File: config.mk
export PLATFORM = sky130hd
export DESIGN_NAME = hsv_to_rgb_converter_core_flat
export DESIGN_NICKNAME = d
export VERILOG_FILES = /design/src/rtl/core/hsvrgb_pkg.sv /design/src/rtl/core/hsvrgb_if.sv /design/src/rtl/core/hsv_to_rgb_converter_core.sv /design/src/rtl/core/hsvrgb_sector.sv /design/src/rtl/core/hsvrgb_chan.sv /design/src/flat_wrapper.sv
export SDC_FILE = /design/constraint.sdc
export NUM_CORES = 2
export LEC_CHECK = 0
export BUFFER_PORTS_ARGS = -buffer_cell sky130_fd_sc_hd__buf_4
export CAP_MARGIN = 20
export CORE_UTILIZATION = 61
export CTS_CLUSTER_SIZE = 20
export DETAILED_ROUTE_END_ITERATION = 10
export PLACE_DENSITY = 0.76
export SYNTH_ARGS = -nofsm -noshare
export SYNTH_HDL_FRONTEND = slang
export SYNTH_SLANG_ARGS = --single-unit
File: constraint.sdc
create_clock -name clk -period 7.35 [get_ports clk]
set_input_delay 1.1025 -clock clk [delete_from_list [all_inputs] [get_ports clk]]
set_output_delay 1.1025 -clock clk [all_outputs]
set_load 0.02 [all_outputs]
File: src/rtl/core/hsvrgb_pkg.sv
// Package for the HSV to RGB converter: sector codes, stage enable bundle and
// the fixed constants of the integer conversion. Depends on nothing.
package hsvrgb_pkg;

	localparam int unsigned HUE_W = 9;
	localparam int unsigned PCT_W = 7;
	localparam int unsigned CHAN_W = 8;
	localparam int unsigned REM_W = 6;

	localparam int unsigned HUE_MAX = 359;
	localparam int unsigned PCT_MAX = 100;
	localparam int unsigned SECTOR_DEG = 60;

	// 6000 - k * s is the scaled complement that every channel multiplies by V.
	localparam int unsigned FULL_D = 6000;
	localparam int unsigned D_W = 13;
	localparam int unsigned VD_W = 20;

	// 255 / 600000 reduces to 17 / 40000 = 17 / (64 * 625). The division by 625
	// is a multiplication by ceil(2^28 / 625), exact for every operand below 2^19.
	localparam int unsigned RECIP_M = 429497;
	localparam int unsigned RECIP_SHIFT = 28;
	localparam int unsigned RECIP_W = 19;

	typedef enum logic [2:0] {
		SEC_RED_YELLOW,
		SEC_YELLOW_GREEN,
		SEC_GREEN_CYAN,
		SEC_CYAN_BLUE,
		SEC_BLUE_MAGENTA,
		SEC_MAGENTA_RED
	} sector_t;

	typedef struct packed {
		logic s2;
		logic s3;
		logic s4;
	} stage_en_t;

endpackage

File: src/rtl/core/hsvrgb_if.sv
// Stream interfaces of the HSV to RGB converter: HSV input beats and RGB
// result beats, each with valid and ready. Depends on nothing.
interface hsvrgb_hsv_if;
	logic       valid;
	logic       ready;
	logic [8:0] hue;
	logic [6:0] saturation;
	logic [6:0] value;

	modport source (output valid, output hue, output saturation, output value, input ready);
	modport sink (input valid, input hue, input saturation, input value, output ready);
endinterface

interface hsvrgb_rgb_if;
	logic       valid;
	logic       ready;
	logic [7:0] red;
	logic [7:0] green;
	logic [7:0] blue;

	modport source (output valid, output red, output green, output blue, input ready);
	modport sink (input valid, input red, input green, input blue, output ready);
endinterface

File: src/rtl/core/hsv_to_rgb_converter_core.sv
// Top level of the HSV to RGB converter: pipeline control, four channel
// units and the sector select. Depends on hsvrgb_pkg, hsvrgb_if.sv,
// hsvrgb_sector and hsvrgb_chan.

// The converter takes one HSV beat (hue in degrees 0..360, saturation and value
// in percent 0..100) and returns one RGB beat of three 8-bit channels, computed
// exactly in integers as floor(255 * V * (6000 - k * S) / 600000) for the
// usual v, p, q and t terms. A hue of zero is treated as one degree, a hue above
// 359 as 359, and saturation or value above 100 as 100. The block is a
// five-stage pipeline: clamp and sector split, the k * S product, the V
// multiply, the constant division by a reciprocal multiply, and the output
// register that holds the selected channels. It accepts one beat in every
// clock cycle while the output side is ready; a result waits in the output
// register until taken. Each stage carries its own valid bit and loads
// whenever it is empty or the stage after it moves, so a stalled output only
// backs up the stages that hold data and empty slots fill up meanwhile. The
// block holds no state across beats and reset only clears the valid bits.
module hsv_to_rgb_converter_core (
	input  logic clk,
	input  logic arst_n,
	hsvrgb_hsv_if.sink   hsv,
	hsvrgb_rgb_if.source rgb
);
	import hsvrgb_pkg::*;

	logic vld_s1, vld_s2, vld_s3, vld_s4, vld_s5;
	logic rdy_s1, rdy_s2, rdy_s3, rdy_s4, rdy_s5;
	stage_en_t chan_en;

	sector_t          sector_s1, sector_s2, sector_s3, sector_s4;
	logic [REM_W-1:0] rem_s1;
	logic [PCT_W-1:0] sat_s1;
	logic [PCT_W-1:0] val_s1;
	logic [REM_W-1:0] k_t;

	logic [CHAN_W-1:0] cv_s4, cp_s4, cq_s4, ct_s4;
	logic [CHAN_W-1:0] red_s5, green_s5, blue_s5;
	logic [CHAN_W-1:0] red_d, green_d, blue_d;

	// A stage may load when it is empty or when its content moves on.
	assign rdy_s5 = !vld_s5 || rgb.ready;
	assign rdy_s4 = !vld_s4 || rdy_s5;
	assign rdy_s3 = !vld_s3 || rdy_s4;
	assign rdy_s2 = !vld_s2 || rdy_s3;
	assign rdy_s1 = !vld_s1 || rdy_s2;

	assign hsv.ready = rdy_s1;

	assign chan_en.s2 = rdy_s2;
	assign chan_en.s3 = rdy_s3;
	assign chan_en.s4 = rdy_s4;

	always_ff @(posedge clk or negedge arst_n) begin
		if (!arst_n) begin
			vld_s1 <= 1'b0;
			vld_s2 <= 1'b0;
			vld_s3 <= 1'b0;
			vld_s4 <= 1'b0;
			vld_s5 <= 1'b0;
		end else begin
			if (rdy_s1) vld_s1 <= hsv.valid;
			if (rdy_s2) vld_s2 <= vld_s1;
			if (rdy_s3) vld_s3 <= vld_s2;
			if (rdy_s4) vld_s4 <= vld_s3;
			if (rdy_s5) vld_s5 <= vld_s4;
		end
	end

	hsvrgb_sector u_sector (
		.clk        (clk),
		.en         (rdy_s1),
		.hue        (hsv.hue),
		.saturation (hsv.saturation),
		.value      (hsv.value),
		.sector_s1  (sector_s1),
		.rem_s1     (rem_s1),
		.sat_s1     (sat_s1),
		.val_s1     (val_s1)
	);

	// The k factor is zero for v, sixty for p, the remainder for q and its
	// complement to sixty for t.
	assign k_t = REM_W'(SECTOR_DEG) - rem_s1;

	hsvrgb_chan u_chan_v (
		.clk (clk), .en (chan_en), .val (val_s1), .sat (sat_s1),
		.k ('0), .chan_s4 (cv_s4)
	);

	hsvrgb_chan u_chan_p (
		.clk (clk), .en (chan_en), .val (val_s1), .sat (sat_s1),
		.k (REM_W'(SECTOR_DEG)), .chan_s4 (cp_s4)
	);

	hsvrgb_chan u_chan_q (
		.clk (clk), .en (chan_en), .val (val_s1), .sat (sat_s1),
		.k (rem_s1), .chan_s4 (cq_s4)
	);

	hsvrgb_chan u_chan_t (
		.clk (clk), .en (chan_en), .val (val_s1), .sat (sat_s1),
		.k (k_t), .chan_s4 (ct_s4)
	);

	// The sector code rides alongside the channel arithmetic.
	always_ff @(posedge clk) begin
		if (rdy_s2) sector_s2 <= sector_s1;
		if (rdy_s3) sector_s3 <= sector_s2;
		if (rdy_s4) sector_s4 <= sector_s3;
	end

	// Standard HSV assignment of v, p, q and t to red, green and blue.
	always_comb begin
		case (sector_s4)
			SEC_RED_YELLOW: begin
				red_d = cv_s4; green_d = ct_s4; blue_d = cp_s4;
			end
			SEC_YELLOW_GREEN: begin
				red_d = cq_s4; green_d = cv_s4; blue_d = cp_s4;
			end
			SEC_GREEN_CYAN: begin
				red_d = cp_s4; green_d = cv_s4; blue_d = ct_s4;
			end
			SEC_CYAN_BLUE: begin
				red_d = cp_s4; green_d = cq_s4; blue_d = cv_s4;
			end
			SEC_BLUE_MAGENTA: begin
				red_d = ct_s4; green_d = cp_s4; blue_d = cv_s4;
			end
			default: begin
				red_d = cv_s4; green_d = cp_s4; blue_d = cq_s4;
			end
		endcase
	end

	always_ff @(posedge clk) begin
		if (rdy_s5) begin
			red_s5   <= red_d;
			green_s5 <= green_d;
			blue_s5  <= blue_d;
		end
	end

	assign rgb.valid = vld_s5;
	assign rgb.red   = red_s5;
	assign rgb.green = green_s5;
	assign rgb.blue  = blue_s5;

endmodule

File: src/rtl/core/hsvrgb_sector.sv
// First pipeline stage: clamps the inputs and splits the hue into sector and
// remainder. Depends on hsvrgb_pkg.
module hsvrgb_sector (
	input  logic                clk,
	input  logic                en,
	input  logic [8:0]          hue,
	input  logic [6:0]          saturation,
	input  logic [6:0]          value,
	output hsvrgb_pkg::sector_t sector_s1,
	output logic [5:0]          rem_s1,
	output logic [6:0]          sat_s1,
	output logic [6:0]          val_s1
);
	import hsvrgb_pkg::*;

	logic [HUE_W-1:0] hue_c;
	logic [PCT_W-1:0] sat_c;
	logic [PCT_W-1:0] val_c;
	sector_t          sector;
	logic [HUE_W-1:0] base;

	always_comb begin
		if (hue == '0) begin
			hue_c = HUE_W'(1);
		end else if (hue > HUE_W'(HUE_MAX)) begin
			hue_c = HUE_W'(HUE_MAX);
		end else begin
			hue_c = hue;
		end
		sat_c = (saturation > PCT_W'(PCT_MAX)) ? PCT_W'(PCT_MAX) : saturation;
		val_c = (value > PCT_W'(PCT_MAX)) ? PCT_W'(PCT_MAX) : value;
	end

	// Five threshold compares replace the division by sixty.
	always_comb begin
		if (hue_c >= HUE_W'(5 * SECTOR_DEG)) begin
			sector = SEC_MAGENTA_RED;
		end else if (hue_c >= HUE_W'(4 * SECTOR_DEG)) begin
			sector = SEC_BLUE_MAGENTA;
		end else if (hue_c >= HUE_W'(3 * SECTOR_DEG)) begin
			sector = SEC_CYAN_BLUE;
		end else if (hue_c >= HUE_W'(2 * SECTOR_DEG)) begin
			sector = SEC_GREEN_CYAN;
		end else if (hue_c >= HUE_W'(SECTOR_DEG)) begin
			sector = SEC_YELLOW_GREEN;
		end else begin
			sector = SEC_RED_YELLOW;
		end
	end

	always_comb begin
		case (sector)
			SEC_RED_YELLOW:   base = '0;
			SEC_YELLOW_GREEN: base = HUE_W'(SECTOR_DEG);
			SEC_GREEN_CYAN:   base = HUE_W'(2 * SECTOR_DEG);
			SEC_CYAN_BLUE:    base = HUE_W'(3 * SECTOR_DEG);
			SEC_BLUE_MAGENTA: base = HUE_W'(4 * SECTOR_DEG);
			default:          base = HUE_W'(5 * SECTOR_DEG);
		endcase
	end

	always_ff @(posedge clk) begin
		if (en) begin
			sector_s1 <= sector;
			rem_s1    <= REM_W'(hue_c - base);
			sat_s1    <= sat_c;
			val_s1    <= val_c;
		end
	end

endmodule

File: src/rtl/core/hsvrgb_chan.sv
// Three-stage arithmetic for one candidate channel value,
// floor(255 * V * (6000 - k * S) / 600000). Depends on hsvrgb_pkg.
module hsvrgb_chan (
	input  logic                  clk,
	input  hsvrgb_pkg::stage_en_t en,
	input  logic [6:0]            val,
	input  logic [6:0]            sat,
	input  logic [5:0]            k,
	output logic [7:0]            chan_s4
);
	import hsvrgb_pkg::*;

	localparam int unsigned X_W = VD_W + 5;
	localparam int unsigned PROD_W = RECIP_W + RECIP_W;

	logic [D_W-1:0]    d_s2;
	logic [PCT_W-1:0]  val_s2;
	logic [VD_W-1:0]   vd_s3;
	logic [X_W-1:0]    x;
	logic [RECIP_W-1:0] y;
	logic [PROD_W-1:0] prod;

	// 17 * vd, then the division by 64 is a shift.
	assign x = (X_W'(vd_s3) << 4) + X_W'(vd_s3);
	assign y = x[X_W-1:6];
	assign prod = PROD_W'(y) * PROD_W'(RECIP_M);

	always_ff @(posedge clk) begin
		if (en.s2) begin
			d_s2   <= D_W'(FULL_D) - D_W'(D_W'(k) * D_W'(sat));
			val_s2 <= val;
		end
		if (en.s3) begin
			vd_s3 <= VD_W'(val_s2) * VD_W'(d_s2);
		end
		if (en.s4) begin
			chan_s4 <= prod[RECIP_SHIFT +: CHAN_W];
		end
	end

endmodule

File: src/flat_wrapper.sv
// flat-port wrapper written by rule: the top's interface ports become plain ports
module hsv_to_rgb_converter_core_flat import hsvrgb_pkg::*;
  (clk, arst_n, hsv_valid, hsv_hue, hsv_saturation, hsv_value, hsv_ready, rgb_valid, rgb_red, rgb_green, rgb_blue, rgb_ready);
  hsvrgb_hsv_if hsv_i ();
  hsvrgb_rgb_if rgb_i ();
  input  logic clk;
  input  logic arst_n;
  input wire logic [$bits(hsv_i.valid)-1:0] hsv_valid;
  input wire logic [$bits(hsv_i.hue)-1:0] hsv_hue;
  input wire logic [$bits(hsv_i.saturation)-1:0] hsv_saturation;
  input wire logic [$bits(hsv_i.value)-1:0] hsv_value;
  output wire logic [$bits(hsv_i.ready)-1:0] hsv_ready;
  output wire logic [$bits(rgb_i.valid)-1:0] rgb_valid;
  output wire logic [$bits(rgb_i.red)-1:0] rgb_red;
  output wire logic [$bits(rgb_i.green)-1:0] rgb_green;
  output wire logic [$bits(rgb_i.blue)-1:0] rgb_blue;
  input wire logic [$bits(rgb_i.ready)-1:0] rgb_ready;
  assign hsv_i.valid = hsv_valid;
  assign hsv_i.hue = hsv_hue;
  assign hsv_i.saturation = hsv_saturation;
  assign hsv_i.value = hsv_value;
  assign hsv_ready = hsv_i.ready;
  assign rgb_valid = rgb_i.valid;
  assign rgb_red = rgb_i.red;
  assign rgb_green = rgb_i.green;
  assign rgb_blue = rgb_i.blue;
  assign rgb_i.ready = rgb_ready;
  hsv_to_rgb_converter_core u_core (.clk(clk), .arst_n(arst_n), .hsv(hsv_i), .rgb(rgb_i));
endmodule
==> reports/results.txt <==
The leading cell type in the layout, fill and taps excluded was sky130_fd_sc_hd__inv_1. sky130_fd_sc_hd__fa_1 takes more of the synthesized area than any other cell. The worst register-to-register path ends at u_core.u_chan_p.chan_s4[7]. In this run the worst path has a maximum fanout of 3.

In this run the tool buffered the top-level ports with 52 buffer cells. Synthesis produced a netlist with a net count of 6305. The smallest clock period supported by the final layout is computed as 7.70 ns. The run gives 3 as the buffer depth of the longest clock path. The run gives 35400 as the number of global-route vias before repair. The most used flip-flop cell after synthesis was sky130_fd_sc_hd__edfxtp_1. met2 is the most crowded layer. The worst-case headroom to the max-slew limit was 29.0%; the flip-flop and latch count after synthesis was 209. The post-route netlist has 17.5% of its cells at a drive strength greater than 1. After legalization and detailed placement, the total HPWL measured 88900 µm. Across the run, the number of max-cap violations was 0. The area growth from synthesis to layout is 16.2%. The delay contributed by the slowest stage of the critical path is 0.57 ns, and the residual overflow from global routing is 0.

The top cell type's share of synthesized area is 32.7%. At the pin with the least slew margin, the transition time is 1.07 ns. TritonCTS buffer count: 25. Counting every sink on the clock net gives 209. During synthesis, Yosys emitted a total of 0 warnings. The post-detailed-route wirelength per cell works out to 17.8 µm. The cell sitting at the root of the clock tree is a sky130_fd_sc_hd__clkbuf_16. The tools report the worst endpoint data arrival time as 8.03 ns. On the critical path, the stage with the largest delay is an instance of sky130_fd_sc_hd__fa_1.

Setup repair after global routing could not meet its margin everywhere. Dividing the synthesized area by the synthesized cell count gives 9.90 µm². The region available for standard cell placement spans 0.0748 mm². Setup violations remaining at the end of the flow were counted as 16. The standard-cell row count was 100; the netlist area before placement was 0.0463 mm². Async set-or-reset flop fraction in the synthesized netlist: 2.39%. The run finished, with violations left. The ratio of final minimum period to clock period is 105%.

The detailed router finished its first iteration with 1998 violations. The final RePlAce weighted congestion was 0.983. The final reports fail on negative setup slack. The vias after detailed routing is 33100.

The library cells used most frequently in the layout, excluding fill and tap cells, are sky130_fd_sc_hd__inv_1, sky130_fd_sc_hd__ha_1, sky130_fd_sc_hd__fa_1, sky130_fd_sc_hd__buf_4, sky130_fd_sc_hd__nand2_1. For the final-report hold violation count, the log shows 0. The number of remaining DRC errors came out at 0.

Tracing the worst setup path back leads to its startpoint at u_core.u_chan_p.vd_s3[6]. In this run, post-CTS hold repair placed 0 buffers. The kind of critical path was flip-flop to flip-flop. For this run, the total global-route usage over all layers was measured as 28.5%.

For the count of distinct cell types in the synthesized netlist, the log shows 75. Across the routed clock network, the largest skew measured is 0.0239 ns. The number of placed I/O pins is 53. Summed over all layers, the routed wires come to 109000 µm.

The startpoint of the worst-slack reg-to-reg timing path is u_core.u_chan_p.vd_s3[6]. The startpoint type of the worst setup path was a flip-flop. The number of H-tree levels was 1.

Ranked by total cell area, the synthesized netlist is headed by sky130_fd_sc_hd__fa_1, sky130_fd_sc_hd__ha_1, sky130_fd_sc_hd__edfxtp_1. The number of antenna violations at the first check in global routing was 1. The fraction of met2 tracks used by global routing was 48.5%.

The first global-routing pass estimated 177000 µm of wire. Clock-pin slew was measured on the worst setup and hold paths at 0.07 ns. TritonCTS built the clock tree.

The initial utilization of the core area, before any placement, comes to 61.9%. For the number of routed nets with antenna violations, the log shows 0. The die area was 0.0770 mm²; the cell area after placement was 0.0505 mm².

For this run, global-route usage on met1 was measured as 38.9%. In this run the vertical extent of the chip is 278 µm. The finished cells cover 0.0538 mm². The run gives 7.68 ns as the worst path required time. The post-detailed-route via-to-cell ratio was 5.41.

The run gives -0.352 ns as the worst setup slack after layout. The filler cells instantiated in the layout total 5174. The met3 capacity usage during global routing is 3.87%. Summing the sequential cell areas from Yosys gives 13.5% of the chip area. Yosys mapped a number of flops with a built-in enable equal to 204. The most frequent cell on the critical path was sky130_fd_sc_hd__fa_1. Static timing analysis puts the maximum clock frequency at 130 MHz.

Slack of the worst reg-to-reg path: -0.35 ns. The type of destination of the critical path was a flip-flop. The count of final max-slew check failures came out at 0. For the clock latency reported for the late side of the worst-skew pair, the log shows 0.59 ns. The depth of the most critical reg-to-reg path came out at 33.

Synthesis handed over a netlist of 4677 instances. The net count of the finished layout is 6759. For this run, the detailed router's first-pass iteration total came to 7. The largest net degree at the start of global routing was 78.

In this run the horizontal extent of the chip is 278 µm. The tightest min-delay check is of the input port to async pin type.
==> how the worst max path moves through the flow <==
stage,to,slack (ns),cells past startpoint
floorplan,u_core.u_chan_t.chan_s4[7],0.003,30
global placement,u_core.u_chan_v.chan_s4[7],-0.57,31
detailed placement,u_core.u_chan_p.chan_s4[7],-0.75,32
CTS,u_core.u_chan_p.chan_s4[4],-0.27,33
global route,u_core.u_chan_p.chan_s4[7],-0.60,33
finish,u_core.u_chan_p.chan_s4[7],-0.35,33
==> critical path, delay by kind of cell, from the launching register on <==
kind / cells / cell delay [ns]
fa+ha+maj: 9 / 3.65
compound gates: 12 / 2.32
buf+inv: 9 / 0.68
flops: 1 / 0.36
xor+xnor: 2 / 0.29
simple gates: 1 / 0.14
==> timing repair <==
item / 4_1_cts / 5_1_grt
pin swaps: 183 / 165
setup endpoints to repair: 29 / 32
gates cloned: 0 / 0
resized for setup: 184 / 189
setup buffers: 47 / 33
==> through the flow <==
stage	std cells	util, %	hold WS [ns]	setup slack, ns	setup TNS (ns)
after floorplan	4677	-	0.400	0.00317	0
after global placement	5996	67.5	0.404	-0.571	-6.82
after detailed placement	5996	67.5	0.408	-0.753	-9.51
after CTS	6087	70.4	0.315	-0.269	-1.41
after global routing	6119	71.9	0.322	-0.600	-8.31
final	6120	71.9	0.340	-0.352	-2.70
==> logic make-up after synthesis <==
group           after synthesis  share of synthesized area, %
fa+ha+maj                  1601                          55.5
mux                          41                         0.946
compound gates              468                          6.47
flops                       209                          13.5
simple gates                745                          7.90
xor+xnor                    237                          4.52
buf+inv                    1376                          11.2
==> registers in the layout, indices dropped and copies added, names as in the netlist, 11 cells and up <==
signal                 cells
u_core.u_chan_p.d_s2      11
u_core.u_chan_p.vd_s3     18
u_core.u_chan_q.d_s2      12
u_core.u_chan_q.vd_s3     19
u_core.u_chan_t.d_s2      13
u_core.u_chan_t.vd_s3     20
u_core.u_chan_v.vd_s3     16
==> layout make-up <==
type                    instances  area [µm²]  share of cell area [%]
flip-flops and latches        209        6250                    11.6
multi-input cells            3092       36700                    68.3
well taps                     969        1210                    2.25
repair buffers                492        3780                    7.03
inverters                    1311        4930                    9.16
diodes                          1        2.50                 0.00465
clock buffers                  27         633                    1.18
clock inverters                19         268                   0.498
==> cell usage after synthesis (23+ instances only) <==
cell,count
sky130_fd_sc_hd__a21oi_1,165
sky130_fd_sc_hd__clkbuf_1,63
sky130_fd_sc_hd__fa_1,756
sky130_fd_sc_hd__o21ai_0,73
sky130_fd_sc_hd__nor2b_1,40
sky130_fd_sc_hd__ha_1,845
sky130_fd_sc_hd__edfxtp_1,204
sky130_fd_sc_hd__a21o_1,45
sky130_fd_sc_hd__o21a_1,24
sky130_fd_sc_hd__nor2_1,117
sky130_fd_sc_hd__a211oi_1,34
sky130_fd_sc_hd__xor2_1,71
sky130_fd_sc_hd__nor3_1,35
sky130_fd_sc_hd__and2_1,156
sky130_fd_sc_hd__nand2b_1,25
sky130_fd_sc_hd__inv_1,1309
sky130_fd_sc_hd__nand3_1,36
sky130_fd_sc_hd__xnor2_1,164
sky130_fd_sc_hd__o21bai_1,23
sky130_fd_sc_hd__nand2_1,265
==> per-layer routing <==
| layer | routed length, µm | up-vias | part of all wire, % |
|---|---|---|---|
| met5 | 13 | - | 0.012 |
| met4 | 2520 | 2 | 2.3 |
| met3 | 6740 | 174 | 6.2 |
| met2 | 52500 | 926 | 48 |
| met1 | 46900 | 16500 | 43 |
| li1 | - | 15500 | - |
Power is not shown: default switching activity piles up to over one toggle a cycle in this logic, so the estimate is an artifact.
